### config.mk
export PLATFORM = sky130hd
export DESIGN_NAME = led_matrix_scroll_refresh
export DESIGN_NICKNAME = d
export VERILOG_FILES = /design/src/rtl/lmsr_pkg.sv /design/src/rtl/led_matrix_scroll_refresh.sv /design/src/rtl/lmsr_front.sv /design/src/rtl/lmsr_queue.sv /design/src/rtl/lmsr_back.sv
export SDC_FILE = /design/constraint.sdc
export NUM_CORES = 1
export LEC_CHECK = 0
export BUFFER_PORTS_ARGS = -buffer_cell sky130_fd_sc_hd__buf_2
export CORE_ASPECT_RATIO = 0.8
export CORE_UTILIZATION = 50
export CTS_BUF_LIST = sky130_fd_sc_hd__clkbuf_16
export CTS_CLUSTER_DIAMETER = 80
export DETAILED_ROUTE_END_ITERATION = 10
export GPL_TIMING_DRIVEN = 0
export MAX_ROUTING_LAYER = met4
export PLACE_DENSITY = 0.74
export SYNTH_ARGS = -nofsm -noshare
export SYNTH_HDL_FRONTEND = slang
export SYNTH_HIERARCHICAL = 1
export SYNTH_SLANG_ARGS = --single-unit
export TNS_END_PERCENT = 1
### constraint.sdc
create_clock -name clk -period 3 [get_ports clk]
set_input_delay 0.6 -clock clk [delete_from_list [all_inputs] [get_ports clk]]
set_output_delay 0.6 -clock clk [all_outputs]
set_load 0.02 [all_outputs]
### src/rtl/lmsr_pkg.sv
// Shared types and constants for the scrolling LED matrix column source.
// Used by every module of the block; depends on nothing else.
package lmsr_pkg;

  // Default pattern store depth in column bytes.
  localparam int unsigned PATTERN_DEPTH_DEF = 64;

  // Depth of the command queue between the front and back ends.
  localparam int unsigned QUEUE_DEPTH = 2;

  // Configuration register indexes.
  localparam int unsigned CFG_IDX_W = 2;
  localparam logic [CFG_IDX_W-1:0] CFG_PATTERN_LENGTH = 2'd0;
  localparam logic [CFG_IDX_W-1:0] CFG_SCROLL_SPEED   = 2'd1;

  // Register reset values.
  localparam logic [6:0] PATTERN_LENGTH_RST = 7'd8;
  localparam logic [7:0] SCROLL_SPEED_RST   = 8'd0;

  // Input action codes.
  localparam logic ACT_LOAD    = 1'b0;
  localparam logic ACT_REFRESH = 1'b1;

  // Speeds at or above this value flip a whole page per advance.
  localparam logic [7:0] SPEED_PAGE = 8'd50;
  localparam int unsigned STEP_PAGE = 8;

  // Column number that closes a refresh.
  localparam logic [2:0] LAST_COL = 3'd7;

  // Input word.
  typedef struct packed {
    logic       action;
    logic [5:0] load_index;
    logic [7:0] load_data;
  } item_t;

  // Result word.
  typedef struct packed {
    logic [2:0] column_index;
    logic [7:0] column_data;
    logic       last;
  } result_t;

  // Classified command held in the queue.
  typedef enum logic {
    OP_LOAD    = 1'b0,
    OP_REFRESH = 1'b1
  } op_t;

  typedef struct packed {
    op_t        op;
    logic [5:0] index;
    logic [7:0] data;
  } cmd_t;

  // Configuration register contents seen by the back end.
  typedef struct packed {
    logic [6:0] pattern_length;
    logic [7:0] scroll_speed;
  } cfg_t;

endpackage

### src/rtl/led_matrix_scroll_refresh.sv
// Scrolling 8x8 LED matrix column source. A load word is written to the store when the back
// end pops it; a refresh word first runs the offset modulo unit, then for each column a store
// read (S_RD) and a result register step (S_OUT), giving 8 results per refresh. The single
// store read port sets the column pace.
// Synchronous reset clears control, offset, frame count and configuration registers; the store is not cleared.
// The receiver cannot stall: each result is shown for one cycle with result_strobe.
module led_matrix_scroll_refresh
  import lmsr_pkg::*;
#(
  parameter int unsigned PATTERN_DEPTH = PATTERN_DEPTH_DEF
) (
  input  logic                 clk,
  input  logic                 rst,
  input  logic                 start,
  output logic                 busy,
  input  item_t                item,
  output result_t              result,
  output logic                 result_strobe,
  input  logic                 cfg_valid,
  output logic                 cfg_ready,
  input  logic [CFG_IDX_W-1:0] cfg_index,
  input  logic [7:0]           cfg_data
);

  cfg_t cfg;
  logic q_full;
  logic push;
  cmd_t push_cmd;
  logic pop;
  logic head_valid;
  cmd_t head;

  // Configuration registers accept a word every cycle.
  assign cfg_ready = 1'b1;

  always_ff @(posedge clk) begin
    if (rst) begin
      cfg.pattern_length <= PATTERN_LENGTH_RST;
      cfg.scroll_speed   <= SCROLL_SPEED_RST;
    end else if (cfg_valid && cfg_ready) begin
      case (cfg_index)
        CFG_PATTERN_LENGTH: cfg.pattern_length <= cfg_data[6:0];
        CFG_SCROLL_SPEED:   cfg.scroll_speed   <= cfg_data;
        default: begin
        end
      endcase
    end
  end

  // Front end.
  lmsr_front #(
    .DEPTH (PATTERN_DEPTH)
  ) u_front (
    .clk      (clk),
    .rst      (rst),
    .start    (start),
    .item     (item),
    .busy     (busy),
    .q_full   (q_full),
    .push     (push),
    .push_cmd (push_cmd)
  );

  // Command queue.
  lmsr_queue u_queue (
    .clk        (clk),
    .rst        (rst),
    .push       (push),
    .push_cmd   (push_cmd),
    .full       (q_full),
    .pop        (pop),
    .head_valid (head_valid),
    .head       (head)
  );

  // Back end.
  lmsr_back #(
    .DEPTH (PATTERN_DEPTH)
  ) u_back (
    .clk           (clk),
    .rst           (rst),
    .cfg           (cfg),
    .head_valid    (head_valid),
    .head          (head),
    .pop           (pop),
    .result        (result),
    .result_strobe (result_strobe)
  );

endmodule

### src/rtl/lmsr_front.sv
// Front end: accepts input words, classifies them and drops loads outside the store.
// Depends on lmsr_pkg.
module lmsr_front
  import lmsr_pkg::*;
#(
  parameter int unsigned DEPTH = PATTERN_DEPTH_DEF
) (
  input  logic  clk,
  input  logic  rst,
  input  logic  start,
  input  item_t item,
  output logic  busy,
  input  logic  q_full,
  output logic  push,
  output cmd_t  push_cmd
);

  logic       stage_valid;
  cmd_t       stage_cmd;
  logic       accept;
  logic       keep;
  logic [8:0] idx_w;

  // Handshake: the stage holds one word until the queue takes it.
  assign push   = stage_valid && !q_full;
  assign busy   = stage_valid && q_full;
  assign accept = start && !busy;

  // A refresh is always kept; a load only when it addresses the store.
  assign idx_w = {3'b000, item.load_index};
  assign keep  = (item.action == ACT_REFRESH) || (idx_w < 9'(DEPTH));

  // Stage valid flag.
  always_ff @(posedge clk) begin
    if (rst) begin
      stage_valid <= 1'b0;
    end else begin
      stage_valid <= (accept && keep) || (stage_valid && !push);
    end
  end

  // Stage payload.
  always_ff @(posedge clk) begin
    if (accept && keep) begin
      stage_cmd.op    <= (item.action == ACT_REFRESH) ? OP_REFRESH : OP_LOAD;
      stage_cmd.index <= item.load_index;
      stage_cmd.data  <= item.load_data;
    end
  end

  assign push_cmd = stage_cmd;

endmodule

### src/rtl/lmsr_queue.sv
// Short in-order command queue between the front and back ends.
// Depends on lmsr_pkg.
module lmsr_queue
  import lmsr_pkg::*;
(
  input  logic clk,
  input  logic rst,
  input  logic push,
  input  cmd_t push_cmd,
  output logic full,
  input  logic pop,
  output logic head_valid,
  output cmd_t head
);

  localparam int unsigned PW = $clog2(QUEUE_DEPTH);
  localparam int unsigned NW = $clog2(QUEUE_DEPTH + 1);

  cmd_t          entries [QUEUE_DEPTH];
  logic [PW-1:0] wr_ptr;
  logic [PW-1:0] rd_ptr;
  logic [NW-1:0] count;

  assign full       = (count == NW'(QUEUE_DEPTH));
  assign head_valid = (count != '0);
  assign head       = entries[rd_ptr];

  // Pointers and fill count.
  always_ff @(posedge clk) begin
    if (rst) begin
      wr_ptr <= '0;
      rd_ptr <= '0;
      count  <= '0;
    end else begin
      if (push) begin
        wr_ptr <= (wr_ptr == PW'(QUEUE_DEPTH - 1)) ? '0 : wr_ptr + PW'(1);
      end
      if (pop) begin
        rd_ptr <= (rd_ptr == PW'(QUEUE_DEPTH - 1)) ? '0 : rd_ptr + PW'(1);
      end
      if (push && !pop) begin
        count <= count + NW'(1);
      end else if (pop && !push) begin
        count <= count - NW'(1);
      end
    end
  end

  // Entry storage.
  always_ff @(posedge clk) begin
    if (push) begin
      entries[wr_ptr] <= push_cmd;
    end
  end

`ifndef NO_ASSERTIONS
  a_no_overflow: assert property (@(posedge clk) disable iff (rst)
    push |-> !full || pop)
    else $error("queue written while full");

  a_no_underflow: assert property (@(posedge clk) disable iff (rst)
    pop |-> head_valid)
    else $error("queue read while empty");

  a_count_moves: assert property (@(posedge clk) disable iff (rst)
    (push && !pop) |=> count == $past(count) + NW'(1))
    else $error("fill count did not follow a write");
`endif

endmodule

### src/rtl/lmsr_back.sv
// Back end: pattern store, offset modulo unit, column read-out and scroll update.
// Depends on lmsr_pkg.
module lmsr_back
  import lmsr_pkg::*;
#(
  parameter int unsigned DEPTH = PATTERN_DEPTH_DEF
) (
  input  logic    clk,
  input  logic    rst,
  input  cfg_t    cfg,
  input  logic    head_valid,
  input  cmd_t    head,
  output logic    pop,
  output result_t result,
  output logic    result_strobe
);

  localparam int unsigned AW    = $clog2(DEPTH);
  localparam int unsigned CW    = AW + 1;
  localparam int unsigned CNT_W = $clog2(AW);

  typedef enum logic [3:0] {
    S_IDLE = 4'b0001,
    S_MOD  = 4'b0010,
    S_RD   = 4'b0100,
    S_OUT  = 4'b1000
  } state_t;

  state_t           state;
  logic [7:0]       mem [DEPTH];
  logic [AW-1:0]    offset;
  logic [7:0]       frame_counter;
  logic [CW-1:0]    len_r;
  logic [7:0]       speed_r;
  logic [AW-1:0]    div_r;
  logic [CW-1:0]    rem;
  logic [CNT_W-1:0] cnt;
  logic [AW-1:0]    addr;
  logic [2:0]       col;
  logic [7:0]       rdata;

  logic [8:0]       plen_w;
  logic [8:0]       eff_w;
  logic [CW-1:0]    eff_len;
  logic [8:0]       idx_w;
  logic [AW-1:0]    waddr;
  logic             do_load;
  logic             do_refresh;
  logic [CW-1:0]    rem_shift;
  logic [CW-1:0]    rem_next;
  logic [CW-1:0]    addr_inc;
  logic [AW-1:0]    addr_next;
  logic [CW-1:0]    step_w;
  logic [7:0]       fc_inc;
  logic             adv;
  logic [CW-1:0]    off_sum;
  logic [AW-1:0]    off_next;

  // Command pop and decode.
  assign pop        = (state == S_IDLE) && head_valid;
  assign do_load    = pop && (head.op == OP_LOAD);
  assign do_refresh = pop && (head.op == OP_REFRESH);
  assign idx_w      = {3'b000, head.index};
  assign waddr      = idx_w[AW-1:0];

  // Effective length: zero reads as one, anything above the store as its depth.
  always_comb begin
    plen_w = {2'b00, cfg.pattern_length};
    if (plen_w == 9'd0) begin
      eff_w = 9'd1;
    end else if (plen_w > 9'(DEPTH)) begin
      eff_w = 9'(DEPTH);
    end else begin
      eff_w = plen_w;
    end
  end
  assign eff_len = eff_w[CW-1:0];

  // One restoring step of offset modulo length.
  assign rem_shift = {rem[CW-2:0], div_r[AW-1]};
  assign rem_next  = (rem_shift >= len_r) ? rem_shift - len_r : rem_shift;

  // Next column address wraps at the pattern length.
  assign addr_inc  = {1'b0, addr} + CW'(1);
  assign addr_next = (addr_inc == len_r) ? '0 : addr_inc[AW-1:0];

  // Scroll step chosen by speed.
  always_comb begin
    if (speed_r >= SPEED_PAGE) begin
      step_w = CW'(STEP_PAGE);
    end else if (speed_r == 8'd0) begin
      step_w = '0;
    end else begin
      step_w = CW'(1);
    end
  end

  // Frame count and offset advance at the end of a refresh.
  assign fc_inc   = frame_counter + 8'd1;
  assign adv      = (fc_inc >= speed_r);
  assign off_sum  = {1'b0, offset} + step_w;
  assign off_next = (off_sum >= len_r) ? '0 : off_sum[AW-1:0];

  // Pattern store write and registered read.
  always_ff @(posedge clk) begin
    if (do_load) begin
      mem[waddr] <= head.data;
    end
  end

  always_ff @(posedge clk) begin
    if (state == S_RD) begin
      rdata <= mem[addr];
    end
  end

  // Sequencer, scroll state and result strobe.
  always_ff @(posedge clk) begin
    if (rst) begin
      state         <= S_IDLE;
      offset        <= '0;
      frame_counter <= 8'd0;
      result_strobe <= 1'b0;
    end else begin
      result_strobe <= 1'b0;
      case (state)
        S_IDLE: begin
          if (do_refresh) begin
            state <= S_MOD;
          end
        end
        S_MOD: begin
          if (cnt == '0) begin
            state <= S_RD;
          end
        end
        S_RD: begin
          state <= S_OUT;
        end
        S_OUT: begin
          result_strobe <= 1'b1;
          if (col == LAST_COL) begin
            state         <= S_IDLE;
            frame_counter <= adv ? 8'd0 : fc_inc;
            if (adv) begin
              offset <= off_next;
            end
          end else begin
            state <= S_RD;
          end
        end
        default: begin
          state <= S_IDLE;
        end
      endcase
    end
  end

  // Working registers and the result word.
  always_ff @(posedge clk) begin
    case (state)
      S_IDLE: begin
        if (do_refresh) begin
          len_r   <= eff_len;
          speed_r <= cfg.scroll_speed;
          div_r   <= offset;
          rem     <= '0;
          cnt     <= CNT_W'(AW - 1);
          col     <= 3'd0;
        end
      end
      S_MOD: begin
        rem   <= rem_next;
        div_r <= {div_r[AW-2:0], 1'b0};
        cnt   <= cnt - CNT_W'(1);
        if (cnt == '0) begin
          addr <= rem_next[AW-1:0];
        end
      end
      S_OUT: begin
        result.column_index <= col;
        result.column_data  <= rdata;
        result.last         <= (col == LAST_COL);
        col                 <= col + 3'd1;
        addr                <= addr_next;
      end
      default: begin
      end
    endcase
  end

`ifndef NO_ASSERTIONS
  a_strobe_single: assert property (@(posedge clk) disable iff (rst)
    result_strobe |=> !result_strobe)
    else $error("result strobe held for two cycles");

  a_rem_in_range: assert property (@(posedge clk) disable iff (rst)
    (state == S_MOD) |-> (rem < len_r))
    else $error("modulo remainder not below the length");

  a_last_ends_refresh: assert property (@(posedge clk) disable iff (rst)
    (result_strobe && result.last) |-> (state == S_IDLE))
    else $error("last column shown while the refresh is still running");
`endif

endmodule

==> metrics.txt <==
# TYPE chip_impl_metric gauge
chip_impl_metric{name="core_area",unit="mm^2"} 0.05148
chip_impl_metric{name="clock_path_buffers",unit=""} 3
chip_impl_metric{name="number_of_antenna_violations_at_the_first_check_in_global_routing",unit=""} 0
chip_impl_metric{name="fillCellCount",unit=""} 3706
chip_impl_metric{name="synthMuxAreaShare",unit=""} 0.1389
chip_impl_metric{name="grt_pass1_vias",unit=""} 13733
chip_impl_info{name="crit_path_end_kind",value="flop"} 1
chip_impl_metric{name="power.static_leakage",unit="uW"} 0.009631
chip_impl_info{name="failing_checks",value="setup timing"} 1
chip_impl_metric{name="post_synth_num_cell_types",unit=""} 66
chip_impl_metric{name="maxSlewViolCount",unit=""} 0
chip_impl_metric{name="post_synth_xor_area_fraction",unit=""} 0.008672
chip_impl_metric{name="antenna_fix_cells",unit=""} 0
chip_impl_metric{name="flow.area_growth_from_synthesis",unit="%"} 13.74
chip_impl_metric{name="share_of_cells_above_drive_strength_1",unit=""} 0.2843
chip_impl_metric{name="grt_remaining_overflow",unit=""} 0
chip_impl_metric{name="worstRegToRegCells",unit=""} 6
chip_impl_metric{name="place_congestion",unit=""} 0.9592
chip_impl_metric{name="slew_headroom",unit=""} 0.1285
chip_impl_metric{name="switching_power",unit="uW"} 5113
chip_impl_metric{name="final.min_clock_period",unit="ns"} 3.075
chip_impl_metric{name="yosysSeqAreaShare",unit=""} 0.7350
chip_impl_info{name="setup_repair_after_global_routing_missed_its_margin",value="yes"} 1
chip_impl_metric{name="adder_cell_share_of_the_synthesized_area",unit=""} 0.01601
chip_impl_metric{name="drt-total-wl",unit="um"} 57130
chip_impl_info{name="holdPathEnd",value="u_front/push_cmd[1]"} 1
chip_impl_metric{name="accumulated_negative_setup_slack",unit="ns"} -2.600
chip_impl_info{name="clock_tree_from_tritoncts",value="built"} 1
chip_impl_metric{name="swShare",unit=""} 0.2475
chip_impl_metric{name="setup-violations-final",unit=""} 67
chip_impl_metric{name="routed_wire_length_per_instance",unit="um"} 25.56
chip_impl_info{name="critical_path.startpoint_type",value="flop"} 1
chip_impl_metric{name="die_width",unit="um"} 258.2
chip_impl_info{name="mostFrequentLayoutCell",value="sky130_fd_sc_hd__edfxtp_1"} 1
chip_impl_metric{name="crit_path_max_fanout",unit=""} 10
chip_impl_metric{name="post_synthesis_compound_gate_area_fraction",unit=""} 0.03336
chip_impl_metric{name="fmax",unit="MHz"} 325.2
chip_impl_metric{name="regToRegSetupSlack",unit="ns"} -0.08
chip_impl_metric{name="cts.sink_count",unit=""} 656
chip_impl_metric{name="final_nets",unit=""} 1564
chip_impl_metric{name="max_slew.worst_pin.slew",unit="ns"} 1.307
chip_impl_metric{name="post_route_drc",unit=""} 0
chip_impl_metric{name="mappedNetlistArea",unit="mm^2"} 0.02626
chip_impl_metric{name="cp.arrival",unit="ns"} 3.31
chip_impl_metric{name="ctsHtreeMaxLevel",unit=""} 2
chip_impl_metric{name="total_grt_usage",unit=""} 0.2261
chip_impl_metric{name="start_util",unit=""} 0.5101
chip_impl_metric{name="die_y",unit="um"} 207.0
chip_impl_metric{name="drv.max_cap_violation_count",unit=""} 0
chip_impl_metric{name="synth-edff-count",unit=""} 616
chip_impl_metric{name="number_of_instances_in_the_synthesized_netlist",unit=""} 1394
chip_impl_metric{name="sequentialPowerShare",unit=""} 0.538
chip_impl_metric{name="number_of_placed_instances_with_taps_included",unit=""} 2121
chip_impl_metric{name="pin_count",unit=""} 44
chip_impl_metric{name="synthArstFlopShare",unit=""} 0
chip_impl_metric{name="tritoncts.num_buffers",unit=""} 60
chip_impl_metric{name="mappedNetlistNets",unit=""} 1456
chip_impl_info{name="r2r_end",value="u_back/mem[16][4]"} 1
chip_impl_info{name="run_status",value="complete, but fails checks"} 1
chip_impl_metric{name="io_buffer_count",unit=""} 42
chip_impl_metric{name="skew",unit="ns"} 0.04501
chip_impl_metric{name="yosys_register_bits",unit=""} 656
chip_impl_metric{name="combinational_fraction_of_design_power",unit=""} 0.107
chip_impl_metric{name="final_min_period_over_clock_period",unit=""} 1.025
chip_impl_metric{name="drtAntennaViolNets",unit=""} 0
chip_impl_metric{name="yosys_synthesis_warning_count",unit=""} 6
chip_impl_metric{name="finalHoldViolations",unit=""} 0
chip_impl_info{name="min_from",value="item[1]"} 1
chip_impl_metric{name="detailedRoute.firstPassIterationCount",unit=""} 6
chip_impl_metric{name="ir_drop",unit="mV"} 0.5728
chip_impl_metric{name="grt_first_pass_wirelength",unit="um"} 85770
chip_impl_info{name="combinational_family_with_the_most_area_after_synthesis",value="multiplexers"} 1
chip_impl_metric{name="setup_slack",unit="ns"} -0.07546
chip_impl_metric{name="via_count",unit=""} 13718
chip_impl_metric{name="power.internal",unit="uW"} 15550
chip_impl_metric{name="min_path_cells",unit=""} 1
chip_impl_metric{name="dpl.hpwl",unit="um"} 36630
chip_impl_metric{name="post_drt_via_cell_ratio",unit=""} 6.138
chip_impl_metric{name="postSynthAreaPerCell",unit="um^2"} 18.84
chip_impl_metric{name="pwr_density",unit="mW/mm^2"} 691.7
chip_impl_info{name="criticalPathCategory",value="reg2reg"} 1
chip_impl_metric{name="synth_simple_gate_area_share",unit=""} 0.05203
chip_impl_info{name="most-common-layout-cells",value="sky130_fd_sc_hd__edfxtp_1 (616), sky130_fd_sc_hd__mux4_2 (144), sky130_fd_sc_hd__clkbuf_16 (61)"} 1
chip_impl_metric{name="drt_first_iter_violations",unit=""} 1630
chip_impl_metric{name="grt_start_max_net_pins",unit=""} 65
chip_impl_metric{name="floorplan.die_area",unit="mm^2"} 0.05344
chip_impl_info{name="ys.flop_type",value="sky130_fd_sc_hd__edfxtp_1"} 1
chip_impl_info{name="worstHoldPathType",value="in2reg"} 1
chip_impl_metric{name="finalNonFillerCells",unit=""} 2235
chip_impl_info{name="clock_tree.root_cell",value="sky130_fd_sc_hd__clkbuf_16"} 1
chip_impl_metric{name="clk-insertion-delay-late",unit="ns"} 0.63
chip_impl_metric{name="power.share.clock",unit=""} 0.355
chip_impl_metric{name="worst_setup_hold_path_clk_slew",unit="ns"} 0.07
chip_impl_metric{name="rows",unit=""} 74
chip_impl_metric{name="cp.required",unit="ns"} 3.23
## sequential cells by signal (all words and copies together) (netlist names), 7 cells and up, named ones only
register / cells
u_back/len_r: 7
cfg: 15
u_back/speed_r: 8
u_back/rdata: 8
u_back/mem: 512
u_front/push_cmd: 15
u_queue/entries: 30
u_back/result: 12
u_back/frame_counter: 8
## metal layers
metal  track usage  share of wire  up-vias
li1              -              -     5852
met1        0.3183           0.42     7091
met5             -              0        -
met3       0.03651          0.089      124
met2        0.3382           0.46      651
met4       0.07925          0.032        0
## critical path, cell delays in order (launching register included)
cell and delay, ns:
sky130_fd_sc_hd__dfxtp_1 0.31, sky130_fd_sc_hd__buf_2 0.18, sky130_fd_sc_hd__buf_4 0.22, sky130_fd_sc_hd__mux2_2 0.42, sky130_fd_sc_hd__nor3_2 0.52, sky130_fd_sc_hd__nand2_2 0.46, sky130_fd_sc_hd__nor2_2 0.55
## worst max-delay path by stage
stage | slack [ns] | from | to | depth (start not counted)
after floorplan | 0.07 | u_back/speed_r[1] | u_back/offset[3] | 13
after CTS | -0.15 | u_back/state[0] | u_back/mem[54][1] | 5
final | -0.08 | flop | u_back/mem[16][4] | 6
after global routing | -0.21 | u_back/speed_r[3] | u_back/offset[4] | 15
after global placement | -0.35 | u_back/state[0] | u_back/mem[31][3] | 5
after detailed placement | -0.52 | u_back/state[0] | u_back/mem[39][7] | 5
## layout make-up
| cell class | instances | area (um^2) | share of cell area |
|---|---|---|---|
| sequential | 656 | 19300 | 0.6462 |
| multi-input combinational | 647 | 7098 | 0.2377 |
| clock buffer | 61 | 1526 | 0.05111 |
| tap | 684 | 855.8 | 0.02866 |
| clock inverter | 50 | 380.4 | 0.01274 |
| buffer | 62 | 337.8 | 0.01131 |
| timing repair buffer | 47 | 264.0 | 0.008840 |
| inverter | 28 | 105.1 | 0.003519 |
## cell families (layout without fill, tap and decap cells)
family,count (synthesis),in the layout
buffers and inverters,91,248
AND/OR/NAND/NOR,275,275
other,1,1
AO/OA/AOI/OAI,130,130
XOR/XNOR,26,26
multiplexers,182,182
flip-flops,656,656
adder cells (fa/ha/maj),33,33
## metrics by stage
stage          hold WS [ns]  area (um^2)  setup WS [ns]  utilization  total power, uW
2_1_floorplan        0.4003        26260        0.07329            -            12510
3_3_place_gp         0.4062        27320        -0.3549       0.5308            13150
3_5_place_dp         0.4045        27350        -0.5185       0.5312            13290
4_1_cts              0.1042        29570        -0.1479       0.5744            20680
5_1_grt              0.1234        29870        -0.2143       0.5802            21340
6_report             0.1376        29870       -0.07546       0.5802            20660
## cells in the mapped netlist, types with 5 or more instances
master | instances | area (um^2)
sky130_fd_sc_hd__mux2_2 | 18 | 202.7
sky130_fd_sc_hd__buf_6 | 5 | 56.30
sky130_fd_sc_hd__and2_1 | 7 | 43.79
sky130_fd_sc_hd__mux2i_1 | 20 | 200.2
sky130_fd_sc_hd__o22ai_1 | 11 | 68.82
sky130_fd_sc_hd__a21oi_1 | 22 | 110.1
sky130_fd_sc_hd__nand4_1 | 5 | 31.28
sky130_fd_sc_hd__nor3_1 | 19 | 95.09
sky130_fd_sc_hd__clkbuf_1 | 30 | 112.6
sky130_fd_sc_hd__nor2_1 | 92 | 345.3
sky130_fd_sc_hd__buf_1 | 8 | 30.03
sky130_fd_sc_hd__a21o_1 | 6 | 45.04
sky130_fd_sc_hd__mux4_2 | 144 | 3243
sky130_fd_sc_hd__xnor2_1 | 15 | 131.4
sky130_fd_sc_hd__ha_1 | 32 | 400.4
sky130_fd_sc_hd__nand2b_1 | 25 | 156.4
sky130_fd_sc_hd__buf_2 | 14 | 70.07
sky130_fd_sc_hd__edfxtp_1 | 616 | 18500
sky130_fd_sc_hd__a31oi_1 | 9 | 56.30
sky130_fd_sc_hd__buf_4 | 6 | 45.04
sky130_fd_sc_hd__o21ai_0 | 28 | 140.1
sky130_fd_sc_hd__a22oi_1 | 8 | 60.06
sky130_fd_sc_hd__dfxtp_1 | 40 | 800.8
sky130_fd_sc_hd__inv_1 | 26 | 97.59
sky130_fd_sc_hd__nand3_1 | 19 | 95.09
sky130_fd_sc_hd__a211oi_1 | 8 | 60.06
sky130_fd_sc_hd__nor2b_1 | 19 | 118.9
sky130_fd_sc_hd__nand3b_1 | 5 | 37.54
sky130_fd_sc_hd__nand2_1 | 53 | 198.9
sky130_fd_sc_hd__xor2_1 | 11 | 96.34
sky130_fd_sc_hd__o221ai_1 | 7 | 61.31
## power by group through the flow
stage | logic (uW) | registers, uW | clock network (uW)
2_1_floorplan | 1300 | 11200 | 0
3_3_place_gp | 1870 | 11300 | 0
3_5_place_dp | 1990 | 11300 | 0
4_1_cts | 2100 | 11100 | 7470
5_1_grt | 2410 | 11100 | 7800
6_report | 2210 | 11100 | 7340
## timing repair
action                                  4_1_cts  5_1_grt
endpoints found under the setup margin      526      522
pin swaps                                     1       13
hold buffers                                  0        0
resized for setup                           102       67
buffers inserted                              2        2
Power figures use the tool's default switching activity.
